File: src/rtl/core/magnetometer_extremes_bias_tracker_assert.svh
// Assertion macros for the magnetometer extremes bias tracker.
// Included by the top-level RTL file, which checks its own logic; no other dependencies.
`ifndef MAGNETOMETER_EXTREMES_BIAS_TRACKER_ASSERT_SVH
`define MAGNETOMETER_EXTREMES_BIAS_TRACKER_ASSERT_SVH
`ifndef ASSERT_OFF
`define MEBT_ASSERT(label, clk, rst_n, prop, msg) \
  label: assert property (@(posedge clk) disable iff (!rst_n) prop) else $error(msg);
`define MEBT_ASSERT_NORST(label, clk, prop, msg) \
  label: assert property (@(posedge clk) prop) else $error(msg);
`else
`define MEBT_ASSERT(label, clk, rst_n, prop, msg)
`define MEBT_ASSERT_NORST(label, clk, prop, msg)
`endif
`endif

File: src/rtl/core/mebt_pkg.sv
// Package for the magnetometer extremes bias tracker: sizes, beat types and helpers.
// Used by every module of the block; depends on nothing.
`timescale 1ns / 1ps

package mebt_pkg;

  localparam int unsigned LIST_DEPTH = 40;
  localparam int unsigned SAMPLE_W   = 16;
  localparam int unsigned MID_IDX    = LIST_DEPTH / 2;
  localparam int unsigned AXES       = 3;

  localparam logic ACT_CLEAR  = 1'b0;
  localparam logic ACT_INSERT = 1'b1;

  typedef logic signed [SAMPLE_W-1:0] sample_t;

  typedef struct packed {
    logic    action;
    sample_t sample_x;
    sample_t sample_y;
    sample_t sample_z;
  } in_beat_t;

  typedef struct packed {
    sample_t bias_x;
    sample_t bias_y;
    sample_t bias_z;
  } out_beat_t;

  typedef struct packed {
    logic    beyond;
    sample_t value;
  } link_t;

  typedef struct packed {
    logic clear;
    logic insert;
  } list_ctrl_t;

  // Sum of two samples halved with truncation toward zero.
  function automatic sample_t half_sum(sample_t a, sample_t b);
    logic signed [SAMPLE_W:0] s;
    logic signed [SAMPLE_W:0] r;
    s = {a[SAMPLE_W-1], a} + {b[SAMPLE_W-1], b};
    r = s + {{SAMPLE_W{1'b0}}, s[SAMPLE_W] & s[0]};
    return r[SAMPLE_W:1];
  endfunction

endpackage

File: src/rtl/core/mebt_cell.sv
// One entry of a sorted extremes list, with its compare and shift logic.
// Depends on mebt_pkg.
`timescale 1ns / 1ps

module mebt_cell import mebt_pkg::*; (
  input  logic       clk_i,
  input  logic       rst_ni,
  input  list_ctrl_t ctrl_i,
  input  logic       is_max_i,
  input  sample_t    sample_i,
  input  link_t      prev_i,
  output link_t      link_o
);

  sample_t val_q, val_d;
  logic    beyond;

  assign beyond = is_max_i ? (sample_i > val_q) : (sample_i < val_q);

  always_comb begin
    val_d = val_q;
    if (ctrl_i.clear) begin
      val_d = '0;
    end else if (ctrl_i.insert && beyond) begin
      val_d = prev_i.beyond ? prev_i.value : sample_i;
    end
  end

  always_ff @(posedge clk_i or negedge rst_ni) begin
    if (!rst_ni) begin
      val_q <= '0;
    end else begin
      val_q <= val_d;
    end
  end

  assign link_o = '{beyond: beyond, value: val_q};

endmodule

File: src/rtl/core/mebt_list.sv
// A chain of cells that holds one sorted list of extreme samples.
// Depends on mebt_pkg and mebt_cell.
`timescale 1ns / 1ps

module mebt_list import mebt_pkg::*; (
  input  logic       clk_i,
  input  logic       rst_ni,
  input  list_ctrl_t ctrl_i,
  input  logic       is_max_i,
  input  sample_t    sample_i,
  output sample_t    mid_o
);

  link_t links [LIST_DEPTH];

  for (genvar i = 0; i < LIST_DEPTH; i++) begin : g_cell
    link_t prev;
    if (i == 0) begin : g_head
      assign prev = '{beyond: 1'b0, value: '0};
    end else begin : g_body
      assign prev = links[i-1];
    end
    mebt_cell u_cell (
      .clk_i    (clk_i),
      .rst_ni   (rst_ni),
      .ctrl_i   (ctrl_i),
      .is_max_i (is_max_i),
      .sample_i (sample_i),
      .prev_i   (prev),
      .link_o   (links[i])
    );
  end

  assign mid_o = links[MID_IDX].value;

endmodule

File: config.mk
export PLATFORM = sky130hd
export DESIGN_NAME = mebt_list
export DESIGN_NICKNAME = d
export VERILOG_FILES = /design/src/rtl/core/magnetometer_extremes_bias_tracker_assert.svh /design/src/rtl/core/mebt_pkg.sv /design/src/rtl/core/mebt_cell.sv /design/src/rtl/core/mebt_list.sv
export SDC_FILE = /design/constraint.sdc
export NUM_CORES = 1
export LEC_CHECK = 0
export ABC_CLOCK_PERIOD_IN_PS = 9730
export BUFFER_PORTS_ARGS = -buffer_cell sky130_fd_sc_hd__buf_2
export CORE_ASPECT_RATIO = 0.9
export CORE_MARGIN = 4
export CORE_UTILIZATION = 35
export CTS_BUF_LIST = sky130_fd_sc_hd__clkbuf_16
export CTS_CLUSTER_DIAMETER = 50
export CTS_CLUSTER_SIZE = 16
export DETAILED_ROUTE_END_ITERATION = 8
export REMOVE_ABC_BUFFERS = 1
export SLEW_MARGIN = 5
export SYNTH_ARGS = -nofsm -noshare
export SYNTH_HDL_FRONTEND = slang
export SYNTH_SLANG_ARGS = --single-unit
File: constraint.sdc
create_clock -name clk_i -period 9.73 [get_ports clk_i]
set_input_delay 1.4595 -clock clk_i [delete_from_list [all_inputs] [get_ports clk_i]]
set_output_delay 1.4595 -clock clk_i [all_outputs]
set_load 0.03 [all_outputs]
==> results of run 1 <==
-- routing by layer --
layer	GRT usage [%]	vias up
met4	5.44	4
li1	-	9090
met3	2.97	127
met1	28.4	9741
met5	0	-
met2	29.3	504
-- power by group --
group          switching [mW]  total, mW  internal [mW]  leakage [nW]
combinational           0.799       1.34          0.542          6.55
sequential              0.118       1.64           1.52          4.61
clock                   0.713       1.61          0.899         0.689
total                    1.63       4.59           2.96          11.9
-- logic make-up after synthesis --
group | after synthesis
fa+ha+maj | 336
simple gates | 360
flops | 336
mux | 319
xor+xnor | 14
buf+inv | 464
compound gates | 657
-- layout by cell type, fill, tap and decap left out, types with 6 or more instances in the layout --
| cell type | Yosys | layout |
|---|---|---|
| ha_1 | 336 | 336 |
| dfrtp_1 | 336 | 336 |
| inv_1 | 332 | 333 |
| mux2i_1 | 307 | 304 |
| o2bb2ai_1 | 208 | 208 |
| a21oi_1 | 148 | 146 |
| nand2_1 | 120 | 120 |
| o21ai_0 | 69 | 69 |
| nor2_1 | 69 | 67 |
| nand4_1 | 58 | 58 |
| a211oi_1 | 53 | 52 |
| a21o_1 | 43 | 43 |
| clkbuf_16 | 0 | 42 |
| buf_4 | 3 | 38 |
| buf_2 | 24 | 34 |
| a221o_1 | 33 | 33 |
| nand3_1 | 22 | 22 |
| o22ai_1 | 20 | 20 |
| o211ai_1 | 19 | 19 |
| nor2b_1 | 18 | 18 |
| and4_1 | 15 | 15 |
| o21ai_1 | 15 | 15 |
| and3_1 | 11 | 11 |
| nand2b_1 | 11 | 11 |
| nor3_1 | 10 | 10 |
| xnor2_1 | 9 | 9 |
| inv_6 | 0 | 9 |
| a31oi_1 | 8 | 7 |
| mux2i_2 | 5 | 6 |
-- worst min path at each step --
stage	from	endpoint	slack, ps	depth (start not counted)
finish	g_cell[20].u_cell.val_q[13]	g_cell[20].u_cell.val_q[13]	510	1
global placement	g_cell[20].u_cell.val_q[12]	g_cell[20].u_cell.val_q[12]	500	1
CTS	g_cell[20].u_cell.val_q[13]	g_cell[20].u_cell.val_q[13]	510	1
global route	g_cell[20].u_cell.val_q[15]	g_cell[20].u_cell.val_q[15]	520	1
detailed placement	g_cell[20].u_cell.val_q[15]	g_cell[20].u_cell.val_q[15]	500	1
floorplan	g_cell[11].u_cell.val_q[10]	g_cell[11].u_cell.val_q[10]	470	2
-- cell type report --
class | instances | area [sq um]
diodes | 3 | 7.51
fillers | 6733 | 41700
multi-input cells | 1686 | 14200
repair buffers | 76 | 531
clock inverters | 30 | 353
clock buffers | 42 | 1050
well taps | 930 | 1160
inverters | 333 | 1250
flip-flops and latches | 336 | 8410
-- worst max-delay path, delay by kind of cell --
family / cells / cell delay [ps]
AND/OR/NAND/NOR: 1 / 870
adder cells (fa/ha/maj): 1 / 200
multiplexers: 2 / 940
buffers and inverters: 5 / 1750
AO/OA/AOI/OAI: 4 / 1050
-- metrics by stage --
stage / setup WS (ps) / hold slack [ps]
after floorplan: 3570 / 471
after global placement: 3490 / 497
after detailed placement: 3420 / 496
after CTS: 3970 / 512
after global routing: 3580 / 519
final: 3900 / 507
==> results.py, run 1 <==
metrics = {
    "placement": {
        "dp_cells": 3360,
        "dp_hpwl_mm": 49.6,
        "gp_congestion": 0.843,
        "portBuffers": 36,
        "place_area_sq_um": 25500,
    },
    "clock_network": {
        "max-clock-path-buffers": 3,
        "cts_made_buffers": 40,
        "h-tree-depth": 2,
        "clk_latency_ps": 590,
        "post-cts-setup-buffers": 0,
        "cts_tree": "built",
        "cts_hold_buf": 0,
        "numClockSinks": 336,
        "cts_resized": 0,
        "clk_pin_slew_ps": 70,
        "cts_root_buffer": "clkbuf_16",
    },
    "run_status": {
        "status": "finished clean",
    },
    "critical_path": {
        "path_cells": "buf_2 -> inv_1 -> buf_4 -> ha_1 -> inv_1 -> a21oi_1 -> o21ai_0 -> a2111oi_1 -> mux2i_1 -> mux2i_4 -> buf_4 -> nor2b_1 -> a221o_1",
        "crit_arrival_ps": 6330,
        "r2r-end": "g_cell[13].u_cell.val_q[12]",
        "worstSetupPathType": "in -> reg",
        "cp_slowest_cell": "nor2b_1",
        "start_kind": "primary input",
        "critical_path_required_ps": 10230,
        "cpPeakStageDelay_ps": 870,
        "r2r_start": "g_cell[13].u_cell.val_q[5]",
        "cp-endpoint": "g_cell[13].u_cell.val_q[12]",
        "cp-startpoint": "sample_i[0]",
        "cp_max_fo": 24,
        "worstSetupEndpointType": "flop",
        "rrSetupSlack_ps": 5420,
        "r2r_cells": 11,
    },
    "yosys": {
        "netlist_top_cells_count": "dfrtp_1 (336), ha_1 (336), inv_1 (332), mux2i_1 (307), o2bb2ai_1 (208)",
        "synth_top_family_by_area": "compound AO/OA/AOI/OAI gates",
        "synthAdderAreaFrac_pct": 17.3,
        "syn-cell-area_sq_um": 24300,
        "synth-simple-area-share_pct": 7.36,
        "yosysTopAreaCell": "dfrtp_1",
        "ys_ff_latch": 336,
        "synth_top_flop_cell": "dfrtp_1",
        "synth_enable_flop_cells": 0,
        "synth-compound-area-share_pct": 19.5,
        "ys_top_cells_by_area": "dfrtp_1 (35%), ha_1 (17%), mux2i_1 (13%)",
        "synth_cells": 2486,
        "synthMuxAreaShare_pct": 13.4,
        "yosys.area.top_type_share_pct": 34.6,
        "ys_types": 66,
        "ys_seq_area_share_pct": 34.6,
        "async_reset_ff_share_pct": 100,
        "syn_area_per_cell_sq_um": 9.78,
        "synthXorXnorAreaFrac_pct": 0.504,
        "yosys_warnings": 0,
    },
    "global_route": {
        "grt_pass1_vias": 19800,
        "overflow": 0,
        "grt_max_degree": 180,
        "grt_first_pass_wirelength_mm": 114,
        "antenna_found_initial": 7,
        "grt_usage_pct": 19.3,
    },
    "drt": {
        "via_per_inst": 5.67,
        "met1Wirelength_mm": 34.9,
        "drt-pass1-iter-count": 5,
        "drt-total-wl_mm": 71.8,
        "vias": 19500,
        "routed.top_layer": "met5",
        "ant_nets": 0,
        "drc_errors": 0,
        "routed-wl-met3_mm": 4.17,
        "met2_wirelength_mm": 30.9,
        "avgRoutedWirePerCell_um": 20.9,
        "drtIter0Drc": 1512,
    },
    "job": {
        "max-cap-violations": 0,
    },
    "sta": {
        "drv_slew": 0,
        "rsz0062_at_grt": "no",
        "min_period_over_period_pct": 60.0,
        "skew_ps": 27.0,
        "fmax_mhz": 171,
        "tightest_slew_ps": 1250,
        "timing.slew.headroom_pct": 16.3,
        "post-route-min-period_ps": 5830,
        "final-hold-violation-count": 0,
        "tns_ps": 0,
        "setup_violations": 0,
    },
    "cells_and_area": {
        "top_regs": "g_cell.u_cell.val_q: 336 flops",
        "drive_above_1_share_pct": 7.27,
        "regMostFlops": "g_cell.u_cell.val_q",
        "final_area_sq_um": 26900,
        "fin_nets": 2830,
        "area_growth_pct": 10.8,
        "fin_util_pct": 39.2,
        "finalNonFillerCells": 3436,
        "largest_reg_flops": 336,
    },
    "die": {
        "dieArea_sq_um": 73800,
        "rows": 91,
        "chipWidth_um": 286,
        "core_sq_um": 68700,
        "io_pins": 37,
        "start_util_pct": 35.4,
        "die_y_um": 258,
    },
    "pwr": {
        "fin_total_pwr_mw": 4.59,
        "p_leak_nw": 11.9,
        "ir_drop_mv": 0.120,
        "p_per_area_nw_per_um2": 170,
    },
    "hold_path": {
        "hold_class": "reg -> reg",
    },
}
Note: power is estimated with default switching activity, not from simulation.
==> run 2: changes to the inputs <==
--- a/config.mk
+++ b/config.mk
@@ -5,7 +5,7 @@
 export SDC_FILE = /design/constraint.sdc
 export NUM_CORES = 1
 export LEC_CHECK = 0
-export ABC_CLOCK_PERIOD_IN_PS = 9730
+export ABC_CLOCK_PERIOD_IN_PS = 5500
 export BUFFER_PORTS_ARGS = -buffer_cell sky130_fd_sc_hd__buf_2
 export CORE_ASPECT_RATIO = 0.9
 export CORE_MARGIN = 4
==> constraint.sdc (replaced) <==
create_clock -name clk_i -period 5.5 [get_ports clk_i]
set_input_delay 0.825 -clock clk_i [delete_from_list [all_inputs] [get_ports clk_i]]
set_output_delay 0.825 -clock clk_i [all_outputs]
set_load 0.03 [all_outputs]
==> results.py, run 2 (synthesis results as in run 1) <==
metrics = {
    "cells_and_area": {
        "final_area_sq_um": 27700,
        "fillerInstances": 6648,
        "drive_above_1_share_pct": 8.96,
        "top_regs": "g_cell.u_cell.val_q: 336 flops",
        "antenna_cells": 0,
        "finalNonFillerCells": 3487,
        "area_growth_pct": 13.7,
        "fin_nets": 2875,
        "fin_util_pct": 40.3,
        "regMostFlops": "g_cell.u_cell.val_q",
        "largest_reg_flops": 336,
        "mostFrequentLayoutCells": "inv_1 (336), ha_1 (336), dfrtp_1 (336)",
    },
    "placement": {
        "place_area_sq_um": 25900,
        "dp_cells": 3398,
        "dp_hpwl_mm": 52.6,
        "portBuffers": 36,
        "gp_congestion": 0.897,
    },
    "drt": {
        "vias": 19700,
        "avgRoutedWirePerCell_um": 21.3,
        "ant_nets": 0,
        "drtIter0Drc": 1523,
        "drt-total-wl_mm": 74.2,
        "via_per_inst": 5.66,
        "drt-pass1-iter-count": 5,
        "drc_errors": 0,
    },
    "global_route": {
        "overflow": 0,
        "grt_usage_pct": 20.0,
        "grt_max_degree": 135,
        "grt_pass1_vias": 20300,
        "antenna_found_initial": 0,
        "grt_first_pass_wirelength_mm": 119,
    },
    "critical_path": {
        "r2r_start": "g_cell[12].u_cell.val_q[13]",
        "crit_arrival_ps": 4730,
        "cp_max_fo": 17,
        "start_kind": "primary input",
        "cp-startpoint": "sample_i[15]",
        "worstSetupPathType": "in -> reg",
        "critical_path_required_ps": 6010,
        "r2r_cells": 10,
        "worstSetupEndpointType": "flop",
    },
    "clock_network": {
        "numClockSinks": 336,
        "post-cts-setup-buffers": 0,
        "cts_root_buffer": "clkbuf_16",
        "clk_latency_ps": 600,
        "cts_made_buffers": 48,
        "cts_tree": "built",
        "cts_hold_buf": 0,
        "max-clock-path-buffers": 3,
        "h-tree-depth": 2,
        "cts_resized": 0,
        "clk_pin_slew_ps": 60,
    },
    "sta": {
        "min_period_over_period_pct": 76.7,
        "setup_violations": 0,
        "timing.slew.headroom_pct": 11.9,
        "rsz0062_at_grt": "no",
        "post-route-min-period_ps": 4220,
        "skew_ps": 23.3,
        "fmax_mhz": 237,
        "drv_slew": 0,
        "final-hold-violation-count": 0,
        "tightest_slew_ps": 1320,
    },
    "die": {
        "start_util_pct": 35.4,
        "chipWidth_um": 286,
        "dieArea_sq_um": 73800,
        "die_y_um": 258,
        "rows": 91,
        "io_pins": 37,
        "core_sq_um": 68700,
    },
    "job": {
        "max-cap-violations": 0,
    },
    "pwr": {
        "p_leak_nw": 12.2,
        "p_per_area_nw_per_um2": 319,
        "ir_drop_mv": 0.235,
    },
    "run_status": {
        "status": "finished clean",
    },
    "hold_path": {
        "hold_class": "in -> async",
    },
}
## run 2: cell count changes in the layout (fill, tap and decap cells not counted), moves of 3 or more
cell and delta:
buf_12 +5, buf_4 +32, bufinv_16 +8, clkbuf_16 +7
clkinv_1 +3, clkinv_2 +5, clkinv_4 -4, clkinv_8 -3
clkinvlp_4 +3, diode_2 -3, inv_1 +3, inv_6 -7
## run 2: path summary, 6_finish.rpt
path	endpoint	slack (ps)
max	g_cell[13].u_cell.val_q[14]	1280
min	g_cell[19].u_cell.val_q[9]	200
max reg2reg	g_cell[13].u_cell.val_q[14]	1550
min reg2reg	g_cell[11].u_cell.val_q[11]	510
max in group asynchronous	g_cell[9].u_cell.val_q[11]	4110
min in group clk_i	g_cell[11].u_cell.val_q[11]	510
## run 2: layout make-up
| class | count | area [sq um] | share of cell area (%) |
|---|---|---|---|
| multi-input cells | 1686 | 14200 | 51.3 |
| repair buffers | 113 | 871 | 3.15 |
| clock inverters | 40 | 559 | 2.02 |
| clock buffers | 49 | 1230 | 4.43 |
| well taps | 930 | 1160 | 4.21 |
| inverters | 333 | 1250 | 4.52 |
| flip-flops and latches | 336 | 8410 | 30.4 |
## run 2: worst max-delay path, stage by stage
cell and delay, ps:
buf_2 460, buf_4 400, ha_1 320, nand4_1 160, nor3_1 90, a2111oi_1 490
mux2i_1 370, mux2i_4 360, nor2b_1 910, a221o_1 310
## run 2: metrics by stage
step	power, mW	setup slack (ps)	hold slack (ps)	setup TNS [ps]
2_1_floorplan	4.52	-23.9	471	-358
3_3_place_gp	5.28	804	495	0
3_5_place_dp	5.35	823	499	0
4_1_cts	8.86	1420	211	0
5_1_grt	9.28	1150	246	0
6_report	8.82	1280	196	0
## run 2: per-layer routing
metal  vias up  track usage (%)  wire (um)
li1       9162                -          -
met1      9884             29.3      35800
met2       538             30.2      31900
met3       146             2.87       4060
met4         0             6.54       2340
met5         -                0          0
## run 2: power breakdown
part           internal, mW  switching [mW]  leakage (nW)
logic                 0.990            1.46          6.76
clock network          2.17            1.30         0.877
registers              2.69           0.208          4.61
